===== config.mk =====
export PLATFORM = sky130hd
export DESIGN_NAME = bpfm_queue
export DESIGN_NICKNAME = d
export VERILOG_FILES = /design/src/rtl/bpfm_pkg.sv /design/src/rtl/bpfm_queue.sv
export SDC_FILE = /design/constraint.sdc
export NUM_CORES = 1
export LEC_CHECK = 0
export ABC_AREA = 1
export CORE_UTILIZATION = 25
export DETAILED_ROUTE_END_ITERATION = 8
export DONT_BUFFER_PORTS = 1
export GPL_ROUTABILITY_DRIVEN = 1
export PLACE_DENSITY = 0.44
export SLEW_MARGIN = 15
export SYNTH_ARGS = -nofsm -noshare
export SYNTH_HDL_FRONTEND = slang
export SYNTH_SLANG_ARGS = --single-unit

===== constraint.sdc =====
create_clock -name clock -period 2.75 [get_ports clock]
set_clock_uncertainty 0.05 [all_clocks]
set_input_delay 0.6875 -clock clock [delete_from_list [all_inputs] [get_ports clock]]
set_output_delay 0.6875 -clock clock [all_outputs]
set_load 0.02 [all_outputs]

===== src/rtl/bpfm_pkg.sv =====
package bpfm_pkg;

   // Fixed field widths
   localparam int BYTE_BITS      = 8;
   localparam int PAIR_BITS      = 16;
   localparam int TOP_COUNT_BITS = 16;
   localparam int DISTINCT_BITS  = 9;

   // Whitespace codes
   localparam logic [BYTE_BITS-1:0] CHAR_SPACE   = 8'h20;
   localparam logic [BYTE_BITS-1:0] CHAR_TAB     = 8'h09;
   localparam logic [BYTE_BITS-1:0] CHAR_CR      = 8'h0D;

   // Command from front end to back end
   typedef struct packed {
      logic [PAIR_BITS-1:0] key;
      logic                 tally;
      logic                 last;
   } cmd_type;

   // Result transaction
   typedef struct packed {
      logic [PAIR_BITS-1:0]      top_pair;
      logic [TOP_COUNT_BITS-1:0] top_count;
      logic                      pair_found;
      logic [DISTINCT_BITS-1:0]  distinct_pairs;
      logic                      table_full;
   } rsp_type;

   // Back-end sequencer states
   typedef enum logic [1:0] {
      ST_IDLE,
      ST_SCAN,
      ST_MAX,
      ST_EMIT
   } state_type;

   function automatic logic is_blank(input logic [BYTE_BITS-1:0] b);
      return (b == CHAR_SPACE) || ((b >= CHAR_TAB) && (b <= CHAR_CR));
   endfunction

endpackage


===== src/rtl/bpfm_queue.sv =====
module bpfm_queue import bpfm_pkg::*; (
   input  logic    clock,
   input  logic    reset,
   input  logic    push,
   input  cmd_type din,
   output logic    full,
   input  logic    pop,
   output logic    valid,
   output cmd_type dout
);

   // Two-entry command queue between front and back end
   cmd_type    slot_ff [2];
   logic       wr_ptr_ff, wr_ptr_in;
   logic       rd_ptr_ff, rd_ptr_in;
   logic [1:0] fill_ff, fill_in;
   logic       do_push, do_pop;

   assign full    = (fill_ff == 2'd2);
   assign valid   = (fill_ff != 2'd0);
   assign dout    = slot_ff[rd_ptr_ff];
   assign do_push = push && !full;
   assign do_pop  = pop && valid;

   always_comb begin
      wr_ptr_in = do_push ? !wr_ptr_ff : wr_ptr_ff;
      rd_ptr_in = do_pop ? !rd_ptr_ff : rd_ptr_ff;
      fill_in   = fill_ff;
      if (do_push && !do_pop) begin
         fill_in = fill_ff + 2'd1;
      end else if (do_pop && !do_push) begin
         fill_in = fill_ff - 2'd1;
      end
   end

   always_ff @(posedge clock) begin
      if (reset) begin
         wr_ptr_ff <= 1'b0;
         rd_ptr_ff <= 1'b0;
         fill_ff   <= 2'd0;
      end else begin
         wr_ptr_ff <= wr_ptr_in;
         rd_ptr_ff <= rd_ptr_in;
         fill_ff   <= fill_in;
      end
   end

   always_ff @(posedge clock) begin
      if (do_push) begin
         slot_ff[wr_ptr_ff] <= din;
      end
   end

endmodule


== Yosys cells after proc, flatten, opt, wreduce, memory -nomap -nowiden ==
Memory sizes are Yosys's and may differ from the RTL's. A register that Yosys moved wholly into a read port is not among the register bits.
Cells that the tools add are included.

* Memories kept: 1
* Logic and storage cells: 24
* Bits in writable memories: 36
* Output and inout port bits: 20
* Flip-flop bits (word level): 4

{| class="wikitable"
|+ Memory list
! name !! words !! width !! rd ports !! clocked after Yosys merged registers in !! write ports !! RTL line !! text
|-
| slot_ff || 2 || 18 || 1 || 1 || 1 || bpfm_queue.sv:13 || <nowiki>cmd_type slot_ff [2];</nowiki>
|}

* Equality and inequality tests: 1
* Mux-type cells: 6
* Reductions and logical operators: 11
* Add/sub/neg operators: 2

{| class="wikitable"
|+ Operators by type and width
! cell !! count
|-
| 1-bit logical NOT || 5
|-
| 1-bit logical AND || 4
|-
| 1-bit two-way mux || 4
|-
| 2-bit two-way mux || 2
|-
| 2-bit nonzero test || 2
|-
| 2-bit by 1-bit adder with 2-bit output, second input constant || 1
|-
| 2-bit == test, second input constant || 1
|-
| 2-bit by 1-bit subtractor with 2-bit output, second input constant || 1
|}

== Depth between registers and ports, before layout ==
* Depth in word-level cells: 7
* Gate-level depth with buffers: 10
* Gate-level depth less buffers: 10

== Worst setup path before layout ==
OpenSTA, ideal clock, no wires.

* Path type: input to register
* From: in push
* To: mem slot_ff[1][0] (netlist name) (enable)
* Stages on the path: 2
* Slack: 0.778 ns
* Buffers on the path: 0
* Arrival time: 1.529 ns
* Data required time: 2.307 ns
* Cell sequence: o21ai_2 nor2_1

* Cells in the longest elaborated chain, start to end: 3

{| class="wikitable"
|+ RTL lines
! element !! RTL line !! text
|-
| from (decl) || bpfm_queue.sv:4 || <nowiki>input logic push,</nowiki>
|-
| 1-bit logical AND || bpfm_queue.sv:22 || <nowiki>assign do_push = push && !full;</nowiki>
|-
| 1-bit two-way mux || bpfm_queue.sv:49 || <nowiki>if (do_push) begin</nowiki>
|-
| 1-bit two-way mux (implied by the code) || bpfm_queue.sv:50 || <nowiki>slot_ff[wr_ptr_ff] <= din;</nowiki>
|-
| to (decl) || bpfm_queue.sv:13 ||
|}

No other way between the ends.

==> qor.yml <==
run_status:
  status: "completed"
finish:
  layout-drive-gt1-share_pct: 31.37
  area_delta_synth_final_pct: 13.17
  final_cell_mix: "edfxtp_1 (36), mux2_4 (10), mux2_2 (8), inv_1 (8), nand2_1 (7)"
  post-route-util_pct: 29.98
  final_common_cell: "edfxtp_1"
  insertedDiodeCount: 0
  final_nets: 124
clocking:
  cts_max_level: 2
  post_cts_resized: 0
  clk-insertion-delay-late_ns: 0.28
  cts_root_buf: "clkbuf_8"
  cts_sinks: 41
  cts_tree: "yes"
  hold_buffers: 0
  cts_buffers: 5
  clock_tree.buffer_depth: 2
  clkTransAtPathRegs_ns: 0.08
  post_cts_buffers: 0
floorplan:
  num_rows: 28
  core_mm2: 0.006026
  num_io_pins: 42
  start_util_pct: 26.50
  die_h_um: 81.92
  die_w_um: 81.92
  die_area_mm2: 0.006710
routing:
  drc_errors: 0
  wire_per_inst_um: 14.08
  first_iter_violations: 39
  vias: 737
  via_per_inst: 4.164
  detail-route-antenna-nets: 0
  wl_mm: 2.493
  drtPass1Iterations: 3
synthesis:
  synth_top_family_by_area: "multiplexers"
  synthAdderAreaFrac_pct: 0.7837
  synth_compound_gate_area_share_pct: 1.803
  avgSynthCellArea_um2: 17.17
  synth.distinct_cells: 15
  ys_seq_elements: 41
  synthXorXnorAreaFrac_pct: 0
  seq_area_frac_synth_pct: 73.98
  synthSimpleGateAreaFrac_pct: 4.545
  syn_nets: 116
  synth.area.mux_share_pct: 15.05
  netlist_instances: 93
  yosysWarnings: 0
  syn_area_mm2: 0.001597
setup_path:
  cpPeakStageDelay_ns: 0.44
  critPathKind: "reg2out"
  worst-endpoint-arrival_ns: 1.39
  critical_path.top_delay_family: "multiplexers"
  cp.required_ns: 2.01
  critPathCaptureType: "output port"
  reg2reg_from: "fill_ff[0]"
  cp_slowest_cell: "mux2_2"
  crit_path_max_fanout: 16
  cp.buffers_inverters: 1
  cp-start-kind: "register"
  path_cells: "buf_4 > mux2_2"
placement:
  dp_slack_ns: 0.9038
  dp_hpwl_mm: 1.840
  place.gp.congestion: 0.5739
  portBuffers: 0
grt:
  grt_first_pass_wirelength_mm: 3.539
  grt_util_all_layers_pct: 7.661
  grt_busiest_layer: "met2"
  antenna_found_initial: 0
  grt_pass1_vias: 738
  grt_max_degree: 17
  grt_util_met1_pct: 6.998
  grtUsageMet2_pct: 12.64
  grt_overflow: 0
  grt_util_met3_pct: 5.556
worst_hold_path:
  hp-class: "in2reg"
  hold_path.startpoint: "din[10]"
power:
  static-leakage-power_nw: 0.6417
  power_density_mw_per_mm2: 982.5
  ir_drop_v: 0.0003629
sta:
  slew_headroom_pct: 70.26
  post-route-period-util_pct: 77.47
  slew_viol_final: 0
  fin_ws_ns: 0.6195
  rsz0062_at_grt: "false"
  setup_viol: 0
  hold_violations: 0
  period_needed_ns: 2.130
  fmax_mhz: 469.4
  tns_ns: 0
  worst_pin_slew_ns: 0.4457
job:
  cap_viol_max_count: 0
==> worst reg2reg max path: stages (launching register included) <==
cell and delay, ns:
dfxtp_1 0.39, inv_1 0.10, nand2_1 0.24, nand2_1 0.10
ha_1 0.33, inv_1 0.09, nand3_1 0.08, nand2_1 0.06
inv_1 0.04, nor2_1 0.08
==> Yosys cell counts <==
| master | n | area, um^2 |
|---|---|---|
| a21oi_1 | 2 | 10.01 |
| buf_12 | 1 | 20.02 |
| buf_6 | 1 | 11.26 |
| dfxtp_1 | 5 | 100.1 |
| edfxtp_1 | 36 | 1081 |
| ha_1 | 1 | 12.51 |
| inv_1 | 8 | 30.03 |
| mux2_2 | 8 | 90.09 |
| mux2_4 | 10 | 150.1 |
| nand2_1 | 7 | 26.28 |
| nand3_1 | 2 | 10.01 |
| nand4_1 | 1 | 6.260 |
| nor2_1 | 8 | 30.03 |
| o21ai_0 | 2 | 10.01 |
| o21ai_2 | 1 | 8.760 |
==> layout make-up <==
cell class	instances	area, um^2
fillers	606	4219
flip-flops and latches	41	1181
multi-input cells	42	359.1
well taps	75	93.84
clock buffers	6	82.58
clock inverters	2	37.54
inverters	8	30.03
repair buffers	3	22.52
==> through the flow <==
| stage | hold WS (ns) | instances | power [mW] | cell area [um^2] |
|---|---|---|---|---|
| global placement | 0.4370 | 169 | 1.296 | 1687 |
| CTS | 0.4314 | 177 | 1.805 | 1807 |
| floorplan | 0.4145 | 93 | 1.250 | 1597 |
| finish | 0.4450 | 177 | 1.775 | 1807 |
| detailed placement | 0.4438 | 169 | 1.316 | 1687 |
| global route | 0.4255 | 177 | 1.866 | 1807 |
==> flip-flops by register name, indices dropped and copies added, names as in the netlist, named ones only <==
| signal | flops |
|---|---|
| wr_ptr_ff | 1 |
| rd_ptr_ff | 1 |
| fill_ff | 2 |
| slot_ff | 36 |
==> report_power, final <==
part / switching (mW) / internal [mW] / total [mW]
Clock: 0.193 / 0.295 / 0.488
Sequential: 0.0325 / 0.789 / 0.822
Combinational: 0.305 / 0.161 / 0.466
==> path summary, 6_finish.rpt <==
kind,slack (ns),depth (start not counted),to
hold reg to reg,0.46,2,rd_ptr_ff
hold / removal,0.45,0,slot_ff[0][10]
setup reg to reg,1.14,9,fill_ff[1]
setup / recovery,0.62,2,dout[9]
==> logic make-up (layout without fill, tap and decap cells) <==
kind of cell | count (synthesis) | count (layout)
compound gates | 5 | 5
buf+inv | 10 | 19
mux | 18 | 18
flops | 41 | 41
fa+ha+maj | 1 | 1
simple gates | 18 | 18
==> layer usage <==
| layer | vias up | wire, um | share of wire (%) |
|---|---|---|---|
| met2 | 32 | 1254 | 50 |
| met3 | 2 | 347 | 14 |
| met4 | 0 | 19 | 0.76 |
| met1 | 354 | 872 | 35 |
| li1 | 349 | - | - |
| met5 | - | 0 | 0 |
Note: power is estimated with default switching activity, not from simulation.
