$ cat src/rtl/bpfm_pkg.sv
package bpfm_pkg;

   // Fixed field widths
   localparam int BYTE_BITS      = 8;
   localparam int PAIR_BITS      = 16;
   localparam int TOP_COUNT_BITS = 16;
   localparam int DISTINCT_BITS  = 9;

   // Whitespace codes
   localparam logic [BYTE_BITS-1:0] CHAR_SPACE   = 8'h20;
   localparam logic [BYTE_BITS-1:0] CHAR_TAB     = 8'h09;
   localparam logic [BYTE_BITS-1:0] CHAR_CR      = 8'h0D;

   // Command from front end to back end
   typedef struct packed {
      logic [PAIR_BITS-1:0] key;
      logic                 tally;
      logic                 last;
   } cmd_type;

   // Result transaction
   typedef struct packed {
      logic [PAIR_BITS-1:0]      top_pair;
      logic [TOP_COUNT_BITS-1:0] top_count;
      logic                      pair_found;
      logic [DISTINCT_BITS-1:0]  distinct_pairs;
      logic                      table_full;
   } rsp_type;

   // Back-end sequencer states
   typedef enum logic [1:0] {
      ST_IDLE,
      ST_SCAN,
      ST_MAX,
      ST_EMIT
   } state_type;

   function automatic logic is_blank(input logic [BYTE_BITS-1:0] b);
      return (b == CHAR_SPACE) || ((b >= CHAR_TAB) && (b <= CHAR_CR));
   endfunction

endpackage

$ cat src/rtl/bpfm_front.sv
module bpfm_front import bpfm_pkg::*; (
   input  logic                 clock,
   input  logic                 reset,
   input  logic                 req_push,
   input  logic [BYTE_BITS-1:0] req_text_byte,
   input  logic                 req_end_of_text,
   input  logic                 q_full,
   output logic                 q_push,
   output cmd_type              q_cmd
);

   logic                 prev_valid_ff, prev_valid_in;
   logic [BYTE_BITS-1:0] prev_byte_ff, prev_byte_in;
   logic                 accept;

   assign accept = req_push && !q_full;

   // Classify: a pair is counted only when both bytes are non-blank
   always_comb begin
      q_cmd.key   = {prev_byte_ff, req_text_byte};
      q_cmd.tally = prev_valid_ff && !is_blank(prev_byte_ff) && !is_blank(req_text_byte);
      q_cmd.last  = req_end_of_text;
      // bytes that neither count a pair nor end the text need no back-end work
      q_push      = accept && (q_cmd.tally || q_cmd.last);

      prev_byte_in  = prev_byte_ff;
      prev_valid_in = prev_valid_ff;
      if (accept) begin
         prev_byte_in  = req_text_byte;
         prev_valid_in = !req_end_of_text;
      end
   end

   always_ff @(posedge clock) begin
      if (reset) begin
         prev_valid_ff <= 1'b0;
         prev_byte_ff  <= '0;
      end else begin
         prev_valid_ff <= prev_valid_in;
         prev_byte_ff  <= prev_byte_in;
      end
   end

endmodule

$ cat config.mk
export PLATFORM = sky130hd
export DESIGN_NAME = bpfm_front
export DESIGN_NICKNAME = d
export VERILOG_FILES = /design/src/rtl/bpfm_pkg.sv /design/src/rtl/bpfm_front.sv
export SDC_FILE = /design/constraint.sdc
export NUM_CORES = 1
export LEC_CHECK = 0
export BUFFER_PORTS_ARGS = -buffer_cell sky130_fd_sc_hd__buf_2
export CAP_MARGIN = 20
export CORE_AREA = 5 5 42 44
export CTS_CLUSTER_DIAMETER = 60
export DETAILED_ROUTE_END_ITERATION = 10
export DIE_AREA = 0 0 47 49
export GPL_TIMING_DRIVEN = 0
export HOLD_SLACK_MARGIN = 0.15
export PLACE_DENSITY = 0.8
export SLEW_MARGIN = 30
export SYNTH_ARGS = -nofsm -noshare
export SYNTH_HDL_FRONTEND = slang
export SYNTH_SLANG_ARGS = --single-unit
$ cat constraint.sdc
create_clock -name clock -period 2.2 [get_ports clock]
set_input_delay 0.55 -clock clock [delete_from_list [all_inputs] [get_ports clock]]
set_output_delay 0.55 -clock clock [all_outputs]
set_load 0.02 [all_outputs]
== Word-level counts from Yosys, hierarchy flattened ==
Index checks and enable logic that the tools add are counted.

* Multipliers: 0
* Mux-type cells: 0
* Bitwise logic cells: 0
* Equality and inequality tests: 2
* Shift-type cells: 0
* $lt $le $gt $ge: 4
* Divide/modulo/power cells: 0
* Reduce and logical (&&, ||, !) cells: 13
* $add $sub $neg: 0

{| class="wikitable"
|+ Operator list
! operator !! number
|-
| $eq 8x6->1 const B || 2
|-
| $ge 8x4->1 const B || 2
|-
| $le 8x4->1 const B || 2
|-
| $logic_and 1x1->1 || 6
|-
| $logic_not 1->1 || 4
|-
| $logic_or 1x1->1 || 3
|}

* Bits in registers: 9
* Input port bits: 13
* Bits in writable memories: 0
* Latch bits: 0
* Memories kept: 0
* Memory bits (read-only): 0

== Depth between registers and ports, before layout ==
* Depth in word-level cells: 8
* Depth in mapped cells: 5
* Gate-level depth less buffers: 5

== Worst setup path after synthesis ==
OpenSTA, ideal clock, no wires.

* Path type: input port to output port
* Start point: in req_text_byte[1]
* End point: out q_push
* Arrival: 1.680 ns
* Path slack: -0.030 ns
* Stages: 5
* Buffers on the path: 0
* Cells stage by stage: or4b_1 > a21oi_1 > o21ai_1 > and3_4 > o21a_1

{| class="wikitable"
|+ RTL lines
! element !! RTL line !! text
|-
| start, declared || bpfm_front.sv:5 || <nowiki>input logic [BYTE_BITS-1:0] req_text_byte,</nowiki>
|-
| end, declared || bpfm_front.sv:8 || <nowiki>output logic q_push,</nowiki>
|}

== Worst setup path after layout ==
* Start point: in req_text_byte[0]
* End point: out q_push

* Cells in the longest elaborated chain, start to end: 7
* Elaborated cells on any way between the ends: 9
* Classes of those cells: 2 x order compare; 1 x eq/ne; 6 x reduce/logical

{| class="wikitable"
|+ RTL lines
! element !! RTL line !! text
|-
| $ge 8x4->1 / $le 8x4->1 (equally long branches) || bpfm_pkg.sv:39 || <nowiki>return (b == CHAR_SPACE) || ((b >= CHAR_TAB) && (b <= CHAR_CR));</nowiki>
|-
| $logic_and 1x1->1 || bpfm_pkg.sv:39 ||
|-
| $logic_or 1x1->1 (*) || bpfm_pkg.sv:39 ||
|-
| $logic_not 1->1 (*) || bpfm_front.sv:21 || <nowiki>q_cmd.tally = prev_valid_ff && !is_blank(prev_byte_ff) && !is_blank(req_text_byte);</nowiki>
|-
| $logic_and 1x1->1 (*) || bpfm_front.sv:21 ||
|-
| $logic_or 1x1->1 (*) || bpfm_front.sv:24 || <nowiki>q_push = accept && (q_cmd.tally || q_cmd.last);</nowiki>
|-
| $logic_and 1x1->1 (*) || bpfm_front.sv:24 ||
|}

Mark *: on every way between the ends. The rest lies on a longest branch, timed or not.

==> impl_metrics.json <==
{
  "gp_congestion": 0.7048,
  "p_total_w": 0.0004196,
  "pwr-share-seq": 0.423,
  "path_cells": "buf_6 > or4b_4 > a21oi_2 > o21ai_1 > and3_4 > o21a_4 > buf_6",
  "top_level_ports": 32,
  "synth_seq_cells": 9,
  "die_w_um": 47,
  "clockBufferDepth": 2,
  "grt_max_degree": 11,
  "synth_area_per_cell_sq_um": 7.664,
  "path_class": "input port to output pin",
  "finalWirelength_um": 1316,
  "synth_flop_cell": "dfxtp_1",
  "drive_above_1_share": 0.4900,
  "clk_pin_slew_ns": 0.06,
  "startpoint_type": "input port",
  "clock.fmax_mhz": 416.0,
  "area_growth_pct": 52.04,
  "grt-ovfl-total": 0,
  "numPortBuffers": 30,
  "setup_viol": 2,
  "skew_ns": 0,
  "crit_arrival_ns": 1.85,
  "power.leakage_nw": 0.3441,
  "drc": 0,
  "synth_edf_count": 0,
  "tightest_slew_ns": 0.4043,
  "p_int_w": 0.0002932,
  "fin_crit_ns": 2.404,
  "violations": "negative setup slack",
  "maxCapViolations": 0,
  "insertion_delay_ns": 0.27,
  "p_comb_frac": 0.263,
  "place_area_sq_um": 668.1,
  "dp.cells": 110,
  "crit_path_end_kind": "output pin",
  "clock_tree.root_cell": "clkbuf_4",
  "ant_nets": 0,
  "clock-sinks": 9,
  "p_per_area_nw_per_um2": 562.7,
  "netlist.area_leader.share": 0.3673,
  "ir_drop_mv": 0.3081,
  "syn_inst": 64,
  "vias": 562,
  "rsz0062_at_grt": "true",
  "syn_nets": 77,
  "slew_viol_final": 0,
  "slew_headroom": 0.7305,
  "route.detailed.wl_per_inst_um": 11.34,
  "synth_top_area_cell": "dfxtp_1",
  "status": "complete, but fails checks",
  "fin_setup_tns_ns": -0.3224,
  "switching_share": 0.3011,
  "fillerInstances": 142,
  "p_sw_w": 0.0001264,
  "via_per_inst": 4.845,
  "drt_first_pass_iters": 2,
  "std_cell_rows": 14,
  "fin_nets": 114,
  "min_path_type": "register to register",
  "grt_pass1_wl_um": 2132,
  "synth_warnings": 0,
  "cts_buffers": 3,
  "die_h_um": 49,
  "final_design_area_no_fill_sq_um": 745.7,
  "insertedDiodeCount": 0,
  "antenna_found_initial": 0,
  "crit_fanout": 2,
  "cts_tree": "built",
  "initial_utilization": 0.3500,
  "slowest_stage": "or4b_4",
  "timing.final.ws_setup_ns": -0.2041,
  "place.detailed.hpwl_um": 984,
  "synthTopCellsByArea": "dfxtp_1 (37%), buf_4 (14%), nand2_1 (12%), a21oi_1 (9.2%), nor4b_1 (3.6%)",
  "ys_async_sr_fraction": 0,
  "grt_use_total": 0.1271,
  "cpMostUsedCell": "buf_6",
  "finalCritPeriodShare": 1.093,
  "yosysSeqAreaShare": 0.3673,
  "drt_iter0_drc": 4,
  "cp_data_required_time_ns": 1.65,
  "grt_pass1_vias": 489,
  "cts_hold_buffers": 0,
  "cts_max_level": 1,
  "die_area_sq_um": 2303,
  "netlist_area_sq_um": 490.5,
  "clock_power_share": 0.314,
  "layout.cells.non_filler": 116,
  "coreArea_sq_um": 1401,
  "hold_viol": 0,
  "yosysUniqueCellTypes": 20,
  "slowest_delay_ns": 0.52
}
-- power groups by stage --
stage	registers (W)	logic [W]	clock network, W
6_report	0.000178	0.000110	0.000132
5_1_grt	0.000179	0.000122	0.000149
4_1_cts	0.000177	0.000110	0.000130
3_5_place_dp	0.000181	0.0000997	0
3_3_place_gp	0.000181	0.0000985	0
2_1_floorplan	0.000188	0.0000549	0
-- per-layer routing --
layer | up-vias | routed length (um) | global-route usage
li1 | 280 | - | -
met1 | 257 | 515 | 0.1596
met2 | 23 | 633 | 0.1855
met3 | 2 | 135 | 0.04059
met4 | 0 | 32 | 0.06912
met5 | - | 0 | 0
-- metrics by stage --
step	setup WS, ns	util	hold slack (ns)
after floorplan	-0.008944	-	0.4785
after global placement	-0.2490	0.4768	0.4616
after detailed placement	-0.2694	0.4768	0.4673
after CTS	-0.1991	0.5268	0.4763
after global routing	-0.2339	0.5321	0.4942
final	-0.2041	0.5321	0.4780
-- cells in the mapped netlist, types with 2 or more instances --
| library cell | instances |
|---|---|
| a21oi_1 | 9 |
| buf_1 | 2 |
| buf_4 | 9 |
| dfxtp_1 | 9 |
| nand2_1 | 16 |
| nor2_1 | 2 |
| nor3_1 | 3 |
| nor4b_1 | 2 |
-- state kept, by name, indices dropped and copies added, names as in the netlist --
signal         flops
prev_byte_ff       8
prev_valid_ff      1
-- final cells by class --
type	count	area (sq um)	area share
buffer	12	78.83	0.1057
sequential	9	180.2	0.2416
tap	16	20.02	0.02685
multi-input combinational	43	246.5	0.3305
clock buffer	4	26.28	0.03523
timing repair buffer	32	193.9	0.2601
-- cells in the final DEF, fill, tap and decap left out --
master / instances
and3_4: 1
nor4b_1: 2
dfxtp_1: 9
o21a_4: 1
clkbuf_4: 3
nand3b_1: 1
or4b_4: 1
clkbuf_1: 2
a21oi_2: 1
nand2_1: 16
buf_4: 10
buf_2: 26
a21oi_1: 8
o21ai_0: 1
o21ai_1: 1
buf_6: 5
nand2b_1: 1
a211oi_1: 1
nor3_1: 3
nor3b_1: 1
buf_1: 2
nor2_1: 2
o211ai_2: 1
nor2b_1: 1
-- final timing paths --
kind	start	to	slack (ns)	cells after the start
max	req_text_byte[0]	q_push	-0.20	7
min reg2reg	prev_byte_ff[6]$_SDFFE_PP0P_	prev_byte_ff[6]$_SDFFE_PP0P_	0.48	2
max reg2reg	prev_valid_ff$_SDFFE_PP0P_	prev_valid_ff$_SDFFE_PP0P_	1.53	2
min	prev_byte_ff[6]$_SDFFE_PP0P_	prev_byte_ff[6]$_SDFFE_PP0P_	0.48	2
-- critical path: cells and delay by family --
kind                   cells  cell delay, ns
buffers and inverters      2            0.21
and+or+nand+nor            2            0.68
AOI/OAI and AO/OA          3            0.40
-- kinds of logic (layout without fill, tap and decap cells) --
| kind of cell | Yosys count | count (layout) | synth area share |
|---|---|---|---|
| AOI/OAI and AO/OA | 14 | 14 | 0.1683 |
| buffers and inverters | 12 | 48 | 0.1607 |
| and+or+nand+nor | 29 | 29 | 0.3036 |
| DFF | 9 | 9 | 0.3673 |
-- what timing repair did --
item	4_1_cts	5_1_grt
gates cloned	0	0
gates resized for setup	8	2
setup endpoints to repair	2	2
buffers inserted	2	0
pin swaps	2	1
(Power assumes the default switching activity.)
